$ cat src/design/tfd_pkg.sv
// ----------------------------------------------------------------------------
// Tilt fall detector package
// Shared types, register indexes and reset values of the tilt fall detector.
// ----------------------------------------------------------------------------
package tfd_pkg;

   localparam int unsigned CSR_INDEX_W = 3;
   localparam int unsigned CSR_DATA_W  = 14;
   localparam int unsigned ANGLE_W     = 14;
   localparam int unsigned RUN_W       = 8;
   localparam int unsigned TILT_W      = 16;
   localparam int unsigned SUMSQ_W     = 32;
   localparam int unsigned QUEUE_DEPTH = 2;
   localparam int unsigned QUEUE_PTR_W = 1;
   localparam int unsigned QUEUE_CNT_W = 2;

   typedef enum logic [CSR_INDEX_W-1:0] {
      CSR_PROTECT_ENABLE       = 3'd0,
      CSR_FALLING_ANGLE        = 3'd1,
      CSR_FALL_SPEED           = 3'd2,
      CSR_FALLEN_ANGLE         = 3'd3,
      CSR_FALLING_FRAMES_LIMIT = 3'd4,
      CSR_FALLEN_FRAMES_LIMIT  = 3'd5
   } csr_index_type;

   localparam logic               RST_PROTECT_ENABLE       = 1'b1;
   localparam logic [ANGLE_W-1:0] RST_FALLING_ANGLE        = 14'd2574;
   localparam logic [ANGLE_W-1:0] RST_FALL_SPEED           = 14'd123;
   localparam logic [ANGLE_W-1:0] RST_FALLEN_ANGLE         = 14'd4289;
   localparam logic [RUN_W-1:0]   RST_FALLING_FRAMES_LIMIT = 8'd3;
   localparam logic [RUN_W-1:0]   RST_FALLEN_FRAMES_LIMIT  = 8'd2;

   localparam logic [SUMSQ_W-1:0] ROOT_FIRST_BIT = 32'h4000_0000;
   localparam logic [RUN_W-1:0]   RUN_MAX        = 8'hFF;

   typedef struct packed {
      logic               protect_enable;
      logic [ANGLE_W-1:0] falling_angle;
      logic [ANGLE_W-1:0] fall_speed;
      logic [ANGLE_W-1:0] fallen_angle;
      logic [RUN_W-1:0]   falling_frames_limit;
      logic [RUN_W-1:0]   fallen_frames_limit;
   } cfg_type;

   typedef struct packed {
      logic [SUMSQ_W-1:0] sum_sq;
      logic               beyond;
      logic               y_pos;
   } item_type;

endpackage

$ cat src/design/tfd_front.sv
// ----------------------------------------------------------------------------
// Tilt fall detector front end
// Accepts a tilt sample, classifies its axes and forms the sum of squares.
// ----------------------------------------------------------------------------
module tfd_front (
   input  logic                                 clock,
   input  logic                                 reset,
   input  tfd_pkg::cfg_type                     cfg,
   input  logic                                 req_push,
   output logic                                 req_full,
   input  logic signed [tfd_pkg::TILT_W-1:0]    req_tilt_x,
   input  logic signed [tfd_pkg::TILT_W-1:0]    req_tilt_y,
   output logic                                 q_push,
   input  logic                                 q_full,
   output tfd_pkg::item_type                    q_wdata
);

   typedef enum logic [3:0] {
      F_IDLE = 4'b0001,
      F_SQ_X = 4'b0010,
      F_SQ_Y = 4'b0100,
      F_SEND = 4'b1000
   } front_state_type;

   front_state_type                state_ff, state_in;
   logic [tfd_pkg::TILT_W-1:0]     ax_ff, ax_in;
   logic [tfd_pkg::TILT_W-1:0]     ay_ff, ay_in;
   logic [tfd_pkg::SUMSQ_W-1:0]    acc_ff, acc_in;
   logic                           beyond_ff, beyond_in;
   logic                           y_pos_ff, y_pos_in;
   logic [tfd_pkg::TILT_W-1:0]     abs_x;
   logic [tfd_pkg::TILT_W-1:0]     abs_y;
   logic [tfd_pkg::TILT_W-1:0]     mul_op;
   logic [tfd_pkg::SUMSQ_W-1:0]    square;

   assign abs_x  = req_tilt_x[tfd_pkg::TILT_W-1] ? tfd_pkg::TILT_W'(-req_tilt_x)
                                                 : tfd_pkg::TILT_W'(req_tilt_x);
   assign abs_y  = req_tilt_y[tfd_pkg::TILT_W-1] ? tfd_pkg::TILT_W'(-req_tilt_y)
                                                 : tfd_pkg::TILT_W'(req_tilt_y);
   assign mul_op = (state_ff == F_SQ_X) ? ax_ff : ay_ff;
   assign square = mul_op * mul_op;

   assign req_full = (state_ff != F_IDLE);
   assign q_push   = (state_ff == F_SEND) && !q_full;
   assign q_wdata  = '{sum_sq: acc_ff, beyond: beyond_ff, y_pos: y_pos_ff};

   always_comb begin
      state_in  = state_ff;
      ax_in     = ax_ff;
      ay_in     = ay_ff;
      acc_in    = acc_ff;
      beyond_in = beyond_ff;
      y_pos_in  = y_pos_ff;
      case (state_ff)
         F_IDLE: begin
            if (req_push) begin
               ax_in     = abs_x;
               ay_in     = abs_y;
               beyond_in = (abs_x > {2'b00, cfg.fallen_angle}) ||
                           (abs_y > {2'b00, cfg.fallen_angle});
               y_pos_in  = !req_tilt_y[tfd_pkg::TILT_W-1] && (req_tilt_y != '0);
               state_in  = F_SQ_X;
            end
         end
         F_SQ_X: begin
            acc_in   = square;
            state_in = F_SQ_Y;
         end
         F_SQ_Y: begin
            acc_in   = acc_ff + square;
            state_in = F_SEND;
         end
         F_SEND: begin
            if (!q_full) begin
               state_in = F_IDLE;
            end
         end
         default: begin
            state_in = F_IDLE;
         end
      endcase
   end

   always_ff @(posedge clock) begin
      if (reset) begin
         state_ff <= F_IDLE;
      end else begin
         state_ff <= state_in;
      end
   end

   always_ff @(posedge clock) begin
      ax_ff     <= ax_in;
      ay_ff     <= ay_in;
      acc_ff    <= acc_in;
      beyond_ff <= beyond_in;
      y_pos_ff  <= y_pos_in;
   end

endmodule

$ cat src/design/tfd_queue.sv
// ----------------------------------------------------------------------------
// Tilt fall detector item queue
// Short first-in first-out queue between the front and back ends.
// ----------------------------------------------------------------------------
module tfd_queue (
   input  logic              clock,
   input  logic              reset,
   input  logic              push,
   input  tfd_pkg::item_type wdata,
   output logic              full,
   input  logic              pop,
   output tfd_pkg::item_type rdata,
   output logic              empty
);

   tfd_pkg::item_type                  entry_ff [tfd_pkg::QUEUE_DEPTH];
   logic [tfd_pkg::QUEUE_PTR_W-1:0]    wr_ptr_ff, wr_ptr_in;
   logic [tfd_pkg::QUEUE_PTR_W-1:0]    rd_ptr_ff, rd_ptr_in;
   logic [tfd_pkg::QUEUE_CNT_W-1:0]    count_ff, count_in;
   logic                               do_push;
   logic                               do_pop;

   assign full    = (count_ff == tfd_pkg::QUEUE_CNT_W'(tfd_pkg::QUEUE_DEPTH));
   assign empty   = (count_ff == '0);
   assign do_push = push && !full;
   assign do_pop  = pop && !empty;
   assign rdata   = entry_ff[rd_ptr_ff];

   assign wr_ptr_in = do_push ? wr_ptr_ff + 1'b1 : wr_ptr_ff;
   assign rd_ptr_in = do_pop  ? rd_ptr_ff + 1'b1 : rd_ptr_ff;
   assign count_in  = count_ff + tfd_pkg::QUEUE_CNT_W'(do_push)
                               - tfd_pkg::QUEUE_CNT_W'(do_pop);

   always_ff @(posedge clock) begin
      if (reset) begin
         wr_ptr_ff <= '0;
         rd_ptr_ff <= '0;
         count_ff  <= '0;
      end else begin
         wr_ptr_ff <= wr_ptr_in;
         rd_ptr_ff <= rd_ptr_in;
         count_ff  <= count_in;
      end
   end

   always_ff @(posedge clock) begin
      if (do_push) begin
         entry_ff[wr_ptr_ff] <= wdata;
      end
   end

endmodule

$ cat src/design/tfd_back.sv
// ----------------------------------------------------------------------------
// Tilt fall detector back end
// Takes the square root of each item and, while protection is enabled, updates the fall and fallen state.
// ----------------------------------------------------------------------------
module tfd_back (
   input  logic              clock,
   input  logic              reset,
   input  tfd_pkg::cfg_type  cfg,
   output logic              q_pop,
   input  logic              q_empty,
   input  tfd_pkg::item_type q_rdata,
   output logic              rsp_empty,
   input  logic              rsp_pop,
   output logic              rsp_falling,
   output logic              rsp_fallen,
   output logic              rsp_on_front
);

   typedef enum logic [2:0] {
      B_IDLE = 3'b001,
      B_ROOT = 3'b010,
      B_DONE = 3'b100
   } back_state_type;

   back_state_type                  state_ff, state_in;
   logic [tfd_pkg::SUMSQ_W-1:0]     rem_ff, rem_in;
   logic [tfd_pkg::SUMSQ_W-1:0]     root_ff, root_in;
   logic [tfd_pkg::SUMSQ_W-1:0]     bit_ff, bit_in;
   logic                            beyond_ff, beyond_in;
   logic                            y_pos_ff, y_pos_in;
   logic [tfd_pkg::TILT_W-1:0]      last_mag_ff, last_mag_in;
   logic [tfd_pkg::RUN_W-1:0]       falling_run_ff, falling_run_in;
   logic [tfd_pkg::RUN_W-1:0]       steady_run_ff, steady_run_in;
   logic                            flag_ff, flag_in;
   logic [tfd_pkg::RUN_W-1:0]       fallen_run_ff, fallen_run_in;
   logic                            out_valid_ff, out_valid_in;
   logic                            out_falling_ff, out_falling_in;
   logic                            out_fallen_ff, out_fallen_in;
   logic                            out_on_front_ff, out_on_front_in;
   logic [tfd_pkg::SUMSQ_W-1:0]     trial;
   logic [tfd_pkg::TILT_W-1:0]      mag;
   logic signed [tfd_pkg::TILT_W:0] rise;
   logic                            frame_falling;
   logic                            out_free;
   logic                            finish;

   assign trial    = root_ff + bit_ff;
   assign mag      = root_ff[tfd_pkg::TILT_W-1:0];
   assign rise     = $signed({1'b0, mag}) - $signed({1'b0, last_mag_ff});
   assign frame_falling = (mag >= {2'b00, cfg.falling_angle}) ||
                          (rise > $signed({3'b000, cfg.fall_speed}));
   assign out_free = !out_valid_ff || rsp_pop;
   assign finish   = (state_ff == B_DONE) && out_free;
   assign q_pop    = (state_ff == B_IDLE) && !q_empty;

   assign rsp_empty    = !out_valid_ff;
   assign rsp_falling  = out_falling_ff;
   assign rsp_fallen   = out_fallen_ff;
   assign rsp_on_front = out_on_front_ff;

   always_comb begin
      state_in  = state_ff;
      rem_in    = rem_ff;
      root_in   = root_ff;
      bit_in    = bit_ff;
      beyond_in = beyond_ff;
      y_pos_in  = y_pos_ff;
      case (state_ff)
         B_IDLE: begin
            if (!q_empty) begin
               rem_in    = q_rdata.sum_sq;
               root_in   = '0;
               bit_in    = tfd_pkg::ROOT_FIRST_BIT;
               beyond_in = q_rdata.beyond;
               y_pos_in  = q_rdata.y_pos;
               state_in  = B_ROOT;
            end
         end
         B_ROOT: begin
            if (rem_ff >= trial) begin
               rem_in  = rem_ff - trial;
               root_in = (root_ff >> 1) + bit_ff;
            end else begin
               root_in = root_ff >> 1;
            end
            bit_in = bit_ff >> 2;
            if (bit_ff[0]) begin
               state_in = B_DONE;
            end
         end
         B_DONE: begin
            if (out_free) begin
               state_in = B_IDLE;
            end
         end
         default: begin
            state_in = B_IDLE;
         end
      endcase
   end

   always_comb begin
      last_mag_in    = last_mag_ff;
      falling_run_in = falling_run_ff;
      steady_run_in  = steady_run_ff;
      flag_in        = flag_ff;
      fallen_run_in  = fallen_run_ff;
      if (finish && cfg.protect_enable) begin
         if (frame_falling) begin
            falling_run_in = (falling_run_ff == tfd_pkg::RUN_MAX) ? falling_run_ff
                                                                  : falling_run_ff + 1'b1;
            steady_run_in  = '0;
         end else begin
            falling_run_in = '0;
            steady_run_in  = (steady_run_ff == tfd_pkg::RUN_MAX) ? steady_run_ff
                                                                 : steady_run_ff + 1'b1;
         end
         if (falling_run_in > cfg.falling_frames_limit) begin
            flag_in = 1'b1;
         end else if (steady_run_in > cfg.falling_frames_limit) begin
            flag_in = 1'b0;
         end
         last_mag_in = mag;
         if (beyond_ff) begin
            fallen_run_in = (fallen_run_ff == tfd_pkg::RUN_MAX) ? fallen_run_ff
                                                                : fallen_run_ff + 1'b1;
         end else begin
            fallen_run_in = '0;
         end
      end
   end

   always_comb begin
      out_valid_in    = out_valid_ff;
      out_falling_in  = out_falling_ff;
      out_fallen_in   = out_fallen_ff;
      out_on_front_in = out_on_front_ff;
      if (finish) begin
         out_valid_in    = 1'b1;
         out_falling_in  = cfg.protect_enable && flag_in;
         out_fallen_in   = (fallen_run_in > cfg.fallen_frames_limit);
         out_on_front_in = (fallen_run_in > cfg.fallen_frames_limit) && y_pos_ff;
      end else if (rsp_pop) begin
         out_valid_in = 1'b0;
      end
   end

   always_ff @(posedge clock) begin
      if (reset) begin
         state_ff       <= B_IDLE;
         last_mag_ff    <= '0;
         falling_run_ff <= '0;
         steady_run_ff  <= '0;
         flag_ff        <= 1'b0;
         fallen_run_ff  <= '0;
         out_valid_ff   <= 1'b0;
      end else begin
         state_ff       <= state_in;
         last_mag_ff    <= last_mag_in;
         falling_run_ff <= falling_run_in;
         steady_run_ff  <= steady_run_in;
         flag_ff        <= flag_in;
         fallen_run_ff  <= fallen_run_in;
         out_valid_ff   <= out_valid_in;
      end
   end

   always_ff @(posedge clock) begin
      rem_ff          <= rem_in;
      root_ff         <= root_in;
      bit_ff          <= bit_in;
      beyond_ff       <= beyond_in;
      y_pos_ff        <= y_pos_in;
      out_falling_ff  <= out_falling_in;
      out_fallen_ff   <= out_fallen_in;
      out_on_front_ff <= out_on_front_in;
   end

   a_result_held: assert property (@(posedge clock) disable iff (reset)
      (out_valid_ff && !rsp_pop) |=> out_valid_ff)
      else $error("result lost while waiting");

   a_take_item: assert property (@(posedge clock) disable iff (reset)
      (state_ff == B_IDLE && !q_empty) |=> (state_ff == B_ROOT))
      else $error("queued item not taken");

   a_runs_exclusive: assert property (@(posedge clock) disable iff (reset)
      !((falling_run_ff != '0) && (steady_run_ff != '0)))
      else $error("falling and steady runs both non-zero");

   a_root_range: assert property (@(posedge clock) disable iff (reset)
      (state_ff == B_DONE) |-> (root_ff[tfd_pkg::SUMSQ_W-1:tfd_pkg::TILT_W] == '0))
      else $error("square root out of range");

endmodule

$ cat src/design/tilt_fall_detector_top.sv
// ----------------------------------------------------------------------------
// Tilt fall detector
// Flags falling and fallen states from per-frame X/Y tilt samples.
//
//   Channel   Ports                                 Beat taken when
//   req       req_push/full, req_tilt_x, tilt_y      push && !full
//   rsp       rsp_pop/empty, falling, fallen, front  pop && !empty
//   csr       csr_we, csr_index, csr_wdata           csr_we
//
// Front end steps: accept, two squares, hand over, one sample at a time.
// Back end: the 16-step square root loop, then the result is handed out;
// it takes the next item only once the last result is in the output register.
// Reset is synchronous; registers return to their defaults, state machines to idle.
// A waiting result stalls the back end first; the two-entry queue keeps the
// front end taking samples until the queue fills.
// ----------------------------------------------------------------------------
module tilt_fall_detector_top (
   input  logic                                 clock,
   input  logic                                 reset,
   input  logic                                 req_push,
   output logic                                 req_full,
   input  logic signed [tfd_pkg::TILT_W-1:0]    req_tilt_x,
   input  logic signed [tfd_pkg::TILT_W-1:0]    req_tilt_y,
   output logic                                 rsp_empty,
   input  logic                                 rsp_pop,
   output logic                                 rsp_falling,
   output logic                                 rsp_fallen,
   output logic                                 rsp_on_front,
   input  logic                                 csr_we,
   input  logic [tfd_pkg::CSR_INDEX_W-1:0]      csr_index,
   input  logic [tfd_pkg::CSR_DATA_W-1:0]       csr_wdata
);

   tfd_pkg::cfg_type  cfg_ff, cfg_in;
   tfd_pkg::item_type q_wdata;
   tfd_pkg::item_type q_rdata;
   logic              q_push;
   logic              q_full;
   logic              q_pop;
   logic              q_empty;

   always_comb begin
      cfg_in = cfg_ff;
      if (csr_we) begin
         case (csr_index)
            tfd_pkg::CSR_PROTECT_ENABLE: begin
               cfg_in.protect_enable = csr_wdata[0];
            end
            tfd_pkg::CSR_FALLING_ANGLE: begin
               cfg_in.falling_angle = csr_wdata;
            end
            tfd_pkg::CSR_FALL_SPEED: begin
               cfg_in.fall_speed = csr_wdata;
            end
            tfd_pkg::CSR_FALLEN_ANGLE: begin
               cfg_in.fallen_angle = csr_wdata;
            end
            tfd_pkg::CSR_FALLING_FRAMES_LIMIT: begin
               cfg_in.falling_frames_limit = csr_wdata[tfd_pkg::RUN_W-1:0];
            end
            tfd_pkg::CSR_FALLEN_FRAMES_LIMIT: begin
               cfg_in.fallen_frames_limit = csr_wdata[tfd_pkg::RUN_W-1:0];
            end
            default: begin
               cfg_in = cfg_ff;
            end
         endcase
      end
   end

   always_ff @(posedge clock) begin
      if (reset) begin
         cfg_ff.protect_enable       <= tfd_pkg::RST_PROTECT_ENABLE;
         cfg_ff.falling_angle        <= tfd_pkg::RST_FALLING_ANGLE;
         cfg_ff.fall_speed           <= tfd_pkg::RST_FALL_SPEED;
         cfg_ff.fallen_angle         <= tfd_pkg::RST_FALLEN_ANGLE;
         cfg_ff.falling_frames_limit <= tfd_pkg::RST_FALLING_FRAMES_LIMIT;
         cfg_ff.fallen_frames_limit  <= tfd_pkg::RST_FALLEN_FRAMES_LIMIT;
      end else begin
         cfg_ff <= cfg_in;
      end
   end

   tfd_front u_front (
      .clock      (clock),
      .reset      (reset),
      .cfg        (cfg_ff),
      .req_push   (req_push),
      .req_full   (req_full),
      .req_tilt_x (req_tilt_x),
      .req_tilt_y (req_tilt_y),
      .q_push     (q_push),
      .q_full     (q_full),
      .q_wdata    (q_wdata)
   );

   tfd_queue u_queue (
      .clock (clock),
      .reset (reset),
      .push  (q_push),
      .wdata (q_wdata),
      .full  (q_full),
      .pop   (q_pop),
      .rdata (q_rdata),
      .empty (q_empty)
   );

   tfd_back u_back (
      .clock        (clock),
      .reset        (reset),
      .cfg          (cfg_ff),
      .q_pop        (q_pop),
      .q_empty      (q_empty),
      .q_rdata      (q_rdata),
      .rsp_empty    (rsp_empty),
      .rsp_pop      (rsp_pop),
      .rsp_falling  (rsp_falling),
      .rsp_fallen   (rsp_fallen),
      .rsp_on_front (rsp_on_front)
   );

endmodule

$ cat config.mk
export PLATFORM = sky130hd
export DESIGN_NAME = tilt_fall_detector_top
export DESIGN_NICKNAME = d
export VERILOG_FILES = /design/src/design/tfd_pkg.sv /design/src/design/tfd_front.sv /design/src/design/tfd_queue.sv /design/src/design/tfd_back.sv /design/src/design/tilt_fall_detector_top.sv
export SDC_FILE = /design/constraint.sdc
export NUM_CORES = 1
export LEC_CHECK = 0
export BUFFER_PORTS_ARGS = -buffer_cell sky130_fd_sc_hd__buf_4
export CAP_MARGIN = 5
export CORE_AREA = 2 2 234 236
export CTS_BUF_LIST = sky130_fd_sc_hd__clkbuf_2
export DETAILED_ROUTE_END_ITERATION = 16
export DIE_AREA = 0 0 236 238
export GPL_ROUTABILITY_DRIVEN = 0
export PLACE_DENSITY = 0.71
export SLEW_MARGIN = 20
export SYNTH_ARGS = -nofsm -noshare
export SYNTH_HDL_FRONTEND = slang
export SYNTH_HIERARCHICAL = 1
export SYNTH_SLANG_ARGS = --single-unit
export TNS_END_PERCENT = 1
$ cat constraint.sdc
create_clock -name clock -period 22.4 [get_ports clock]
set_clock_uncertainty 0.05 [all_clocks]
set_input_delay 5.6 -clock clock [delete_from_list [all_inputs] [get_ports clock]]
set_output_delay 5.6 -clock clock [all_outputs]
set_load 0.01 [all_outputs]
==> flow_summary.toml, run 1 <==
[worst_setup_path]
critPathArrivalTime_ps = 10680
path_delay_family = "adder cells"
cp_num_buf_inv = 7
r2r_start = "u_front/state_ff[1]$_SDFFE_PP0P_"
critPathMaxStageDelay_ps = 800
cp.required_ps = 23110
endpoint_kind = "register"
crit_top_cell = "fa_1"
worstRegToRegCells = 32
critical_path.max_fanout = 22
rr_endpoint = "u_front/acc_ff[30]$_DFFE_PN_"
crit_type = "register to register"
r2r_setup_slack_ps = 12440
critPathLaunchType = "register"
cpMaxStageDelayCell = "mux2i_1"

[timing]
slew_headroom_pct = 26.8
period_needed_ps = 9960
hold_viol = 0
setup_slack_ps = 12440
finalSetupViolations = 0
post-route-period-util_pct = 44.5
setup-tns-final_ps = 0
worstMarginPinSlew_ps = 1090
fmax_mhz = 100
maxSlewViolCount = 0
rsz0062_at_grt = "false"

[synthesis]
synth-seq-cells = 332
postSynthCellCount = 3085
avgSynthCellArea_um2 = 9.43
synth-main-ff-cell = "edfxtp_1"
ys_warn_count = 6
synthesis.nets = 3602
synthArstFlopShare_pct = 0
yosysSeqAreaShare_pct = 30.4
synth_cell_types = 106
synth.cell_area_um2 = 29100
synth_edf_count = 219

[die]
placementRows = 85
core_area_um2 = 53500
start_util_pct = 54.4
die_height_um = 238
top_level_ports = 59
fp.dieArea_um2 = 56200
die_w_um = 236

[min_path]
worstHoldPathType = "register to register"
hold_depth = 0
whs_endpoint = "u_queue/entry_ff[1][11]$_DFFE_PP_"
min-delay-start = "u_front/acc_ff[9]$_DFFE_PN_"

[cells_and_area]
drive_gt1_share_pct = 10.1
fin_nets = 3672
fillers = 4609
syn_to_final_growth_pct = 6.41

[placement]
io_buffers = 58
pre_cts_ws_ps = 12600
hpwlAfterDp_mm = 53.5

[outcome]
status = "complete, no violations"

[clock_network]
cts_tree = "done"
path_clk_slew_ps = 110
clock-sinks = 332
clockBufferDepth = 3
postCtsSetupRepairBufs = 0
h-tree-depth = 3
cts_inserted_buffers = 88
ctsResizeCount = 0
root_buffer = "clkbuf_2"
clk_latency_ps = 1090
holdBufCountCts = 0

[detailed_routing]
first_iter_violations = 1635
route.detailed.drc = 0
drt-total-wl_mm = 69.7
viasPerCell = 5.85
wire_per_inst_um = 17.8
vias = 23000
antenna_left = 0
drt_first_pass_iters = 6

[global_routing]
grt_pass1_vias = 23300
track_usage_pct = 25.0
grt_overflow = 0
grt_max_degree = 75
grt_first_pass_wirelength_mm = 115
antenna_found_initial = 2

[flow_run]
cap_viol_max_count = 0
layer usage:
layer	wire length, um	up-vias	track usage, %
met5	0	-	0
met4	2650	0	10.6
met3	3910	198	4.62
met2	33200	670	42.7
met1	29900	11100	31.2
li1	-	11000	-
synthesized netlist by cell type (all sizes together) (44+ instances only):
master / number / share of area, %
a211oi: 44 / 1.2
a21o: 66 / 1.7
a21oi: 159 / 2.7
clkbuf: 67 / 0.86
dfxtp: 113 / 7.8
edfxtp: 219 / 23
fa: 162 / 11
ha: 301 / 13
inv: 326 / 4.2
mux2: 50 / 1.9
mux2i: 76 / 2.6
nand2: 273 / 3.5
nand2b: 78 / 1.7
nand3: 58 / 1.0
nor2: 248 / 3.2
nor3: 52 / 0.89
o21ai: 140 / 2.4
xnor2: 107 / 3.2
xor2: 73 / 2.2
area by class of cell:
| cell class | count | area (um2) | share of cell area [%] |
|---|---|---|---|
| sequential | 332 | 8840 | 28.5 |
| inverter | 337 | 1260 | 4.08 |
| clock buffer | 121 | 606 | 1.96 |
| multi-input combinational | 2320 | 18600 | 60.0 |
| timing repair buffer | 76 | 571 | 1.84 |
| clock inverter | 38 | 220 | 0.711 |
| antenna | 3 | 7.51 | 0.0242 |
| tap | 696 | 871 | 2.81 |
metrics by stage:
| stage | area, um2 | std cells | hold WS [ps] | utilization [%] |
|---|---|---|---|---|
| floorplan | 29100 | 3085 | 386 | - |
| detailed placement | 30100 | 3761 | 381 | 56.3 |
| global route | 31000 | 3923 | 390 | 57.9 |
| CTS | 31000 | 3920 | 335 | 57.9 |
| finish | 31000 | 3923 | 336 | 57.9 |
| global placement | 30100 | 3761 | 383 | 56.3 |
logic make-up (layout without fill, tap and decap cells):
kind of cell | count (synthesis) | count (layout) | share of synthesized area, %
other cells | 0 | 3 | 0
xor+xnor | 180 | 180 | 5.42
flops | 332 | 332 | 30.4
simple gates | 917 | 917 | 15.3
fa+ha+maj | 463 | 463 | 24.1
buf+inv | 433 | 572 | 5.82
mux | 126 | 126 | 4.55
compound gates | 634 | 634 | 14.4
worst max-delay path by stage:
stage / depth (start not counted) / slack [ps] / from / end
2_1_floorplan: 36 / 13360 / u_front/state_ff[0]$_SDFFE_PP1P_ / u_front/acc_ff[30]$_DFFE_PN_
3_3_place_gp: 35 / 12960 / u_front/state_ff[0]$_SDFFE_PP1P_ / u_front/acc_ff[30]$_DFFE_PN_
3_5_place_dp: 32 / 12600 / u_front/state_ff[0]$_SDFFE_PP1P_ / u_front/acc_ff[30]$_DFFE_PN_
4_1_cts: 32 / 12630 / u_front/state_ff[0]$_SDFFE_PP1P_ / u_front/acc_ff[30]$_DFFE_PN_
5_1_grt: 32 / 11910 / u_front/state_ff[1]$_SDFFE_PP0P_ / u_front/acc_ff[30]$_DFFE_PN_
6_report: 32 / 12440 / u_front/state_ff[1]$_SDFFE_PP0P_ / u_front/acc_ff[30]$_DFFE_PN_
sequential cells by signal (all words and copies together), names as in the netlist, 16 cells and up, named ones only:
register / count
u_back/bit_ff: 16
u_back/root_ff: 32
u_front/ay_ff: 16
u_queue/entry_ff: 68
u_back/rem_ff: 32
cfg_ff: 59
u_front/ax_ff: 16
u_back/last_mag_ff: 16
u_front/acc_ff: 32
placed cells by master, fill, tap and decap left out, types with 7 or more instances in the layout:
cell and instances:
ha_1 301, clkbuf_2 121, a211oi_1 41, nand2_1 271, nor2b_1 32, mux2_2 50, buf_4 76, nor2_1 245
nand3b_1 13, and2_1 16, clkinv_1 36, fa_1 162, nor3b_1 7, o31ai_1 23, inv_1 324, a21oi_1 159
o211ai_1 9, o21ai_0 130, mux2i_1 75, or3_1 9, a31o_2 14, and3_1 34, xnor2_1 107, xor2_1 73
nor4_1 12, o21ai_1 8, o211a_1 12, o21bai_1 19, nand3_1 57, nand4_1 35, nor3_1 52, a21o_1 65
nand2b_1 77, or2_2 11, o21a_1 27, dfxtp_1 113, a31oi_1 40, edfxtp_1 219
Power of run 1 is left out: the tool's default activity adds up to more than one toggle a clock period on the data nets, which glitch-free logic cannot reach.
==> run 2: changes to the inputs <==
- clock period: 22.4 -> 10.14 ns (I/O delays scaled with it)
==> run 2 against run 1 <==
  * Critical path depth increased by 3
  * Maximum frequency increased by 5.7%
  * Count of clock-buffer cells in the layout increased by 11
  * Utilization increased by 0.079 points
  * Final cell count increased by 0.10%
  * Die area unchanged
  * Register-to-register slack got worse by 12000 ps
  * Non-clock buffer count increased by 10
  * Via count increased by 0.49%
  * First-iteration DRC count increased by 1.8%
  * Global-route usage increased by 0.11 points
  * Critical path type unchanged
  * Critical endpoint unchanged
  * Largest cell class unchanged
==> flow_summary.toml, run 2 (synthesis gave the netlist of run 1 again) <==
[cells_and_area]
top_regs = "u_queue/entry_ff: 68 flops, cfg_ff: 59 flops"
fillers = 4590
syn_to_final_growth_pct = 6.55
final_cells = 3927
layout_commonest_cell = "inv_1"
regMostFlops = "u_queue/entry_ff"
final_cell_mix = "inv_1 (324), ha_1 (301), nand2_1 (271)"
fin_nets = 3682
drive_gt1_share_pct = 10.7
largest_reg_flops = 68

[placement]
hpwlAfterDp_mm = 53.8
placed_cells = 3771
io_buffers = 58

[global_routing]
antenna_found_initial = 2
grt_pass1_vias = 23400
track_usage_pct = 25.1
grt_overflow = 0
grt_first_pass_wirelength_mm = 116
grt_max_degree = 97

[worst_setup_path]
cp_num_buf_inv = 10
worstRegToRegCells = 35
path_delay_family = "adder cells"
rr_endpoint = "u_front/acc_ff[30]$_DFFE_PN_"
r2r_setup_slack_ps = 720
crit_top_cell = "inv_1"
endpoint_kind = "register"
cpMaxStageDelayCell = "fa_1"
critPathArrivalTime_ps = 10110
r2r_start = "u_front/state_ff[1]$_SDFFE_PP0P_"
crit_type = "register to register"
critical_path.max_fanout = 22
cp.required_ps = 10830
critPathLaunchType = "register"
critPathMaxStageDelay_ps = 530

[clock_network]
postCtsSetupRepairBufs = 0
h-tree-depth = 3
clk_latency_ps = 1070
cts_inserted_buffers = 88
holdBufCountCts = 0
ctsResizeCount = 0
cts_tree = "done"
root_buffer = "clkbuf_2"
path_clk_slew_ps = 110
clockBufferDepth = 3
clock-sinks = 332

[timing]
period_needed_ps = 9420
slew_headroom_pct = 36.1
post-route-period-util_pct = 92.9
setup-tns-final_ps = 0
finalSetupViolations = 0
fmax_mhz = 106
hold_viol = 0
rsz0062_at_grt = "false"
worstMarginPinSlew_ps = 958
maxSlewViolCount = 0
timing.hold.ws_ps = 363

[detailed_routing]
viasPerCell = 5.88
drt-total-wl_mm = 69.9
antenna_left = 0
drt_first_pass_iters = 6
route.detailed.drc = 0
first_iter_violations = 1664
vias = 23100
wire_per_inst_um = 17.8

[flow_run]
cap_viol_max_count = 0

[die]
die_w_um = 236
top_level_ports = 59
placementRows = 85
core_area_um2 = 53500
start_util_pct = 54.4
die_height_um = 238
fp.dieArea_um2 = 56200

[min_path]
hold_depth = 0
worstHoldPathType = "register to register"
whs_endpoint = "u_queue/entry_ff[0][10]$_DFFE_PP_"
min-delay-start = "u_front/acc_ff[8]$_DFFE_PN_"

[outcome]
status = "complete, no violations"
[run 2: cell count changes in the layout (fill, tap and decap cells not counted)]
cell	previous run	this run
buf_4	76	86
bufinv_16	2	1
clkbuf_2	121	132
clkinv_1	36	21
clkinv_2	5	3
clkinv_4	1	2
clkinvlp_4	1	2
inv_2	4	3
mux2i_1	75	76
mux2i_2	1	0
[run 2: worst max-delay path by stage]
| stage | from | end | slack (ps) | cells past startpoint |
|---|---|---|---|---|
| 4_1_cts | u_front/state_ff[0]$_SDFFE_PP1P_ | u_front/acc_ff[30]$_DFFE_PN_ | 780 | 35 |
| 5_1_grt | u_front/state_ff[1]$_SDFFE_PP0P_ | u_front/acc_ff[30]$_DFFE_PN_ | 60 | 31 |
| 3_5_place_dp | u_front/state_ff[0]$_SDFFE_PP1P_ | u_front/acc_ff[30]$_DFFE_PN_ | 840 | 35 |
| 6_report | u_front/state_ff[1]$_SDFFE_PP0P_ | u_front/acc_ff[30]$_DFFE_PN_ | 720 | 35 |
| 3_3_place_gp | u_front/state_ff[0]$_SDFFE_PP1P_ | u_front/acc_ff[30]$_DFFE_PN_ | 1120 | 35 |
| 2_1_floorplan | u_front/state_ff[0]$_SDFFE_PP1P_ | u_front/acc_ff[30]$_DFFE_PN_ | 1100 | 36 |
[run 2: per-stage QoR]
stage               area (um2)  util [%]  setup slack (ps)
global route             31000      58.0              61.5
detailed placement       30200      56.5               839
floorplan                29100         -              1100
CTS                      31000      57.9               775
finish                   31000      58.0               719
global placement         30200      56.5              1120
[run 2: layout make-up]
| class | count | area, um2 | share of cell area (%) |
|---|---|---|---|
| diodes | 3 | 7.51 | 0.0242 |
| clock buffers | 132 | 661 | 2.13 |
| clock inverters | 21 | 136 | 0.440 |
| inverters | 337 | 1260 | 4.08 |
| multi-input cells | 2320 | 18600 | 59.9 |
| flip-flops and latches | 332 | 8840 | 28.5 |
| well taps | 696 | 871 | 2.81 |
| repair buffers | 86 | 646 | 2.08 |
[run 2: metal layers]
layer / wire, um / vias up / GRT usage [%] / part of all wire (%)
li1: - / 11100 / - / -
met1: 30100 / 11200 / 31.6 / 43
met2: 34300 / 701 / 44.1 / 49
met3: 3810 / 127 / 3.99 / 5.4
met4: 1700 / 0 / 8.57 / 2.4
met5: 0 / - / 0 / 0
Power of run 2 is left out for the same reason.
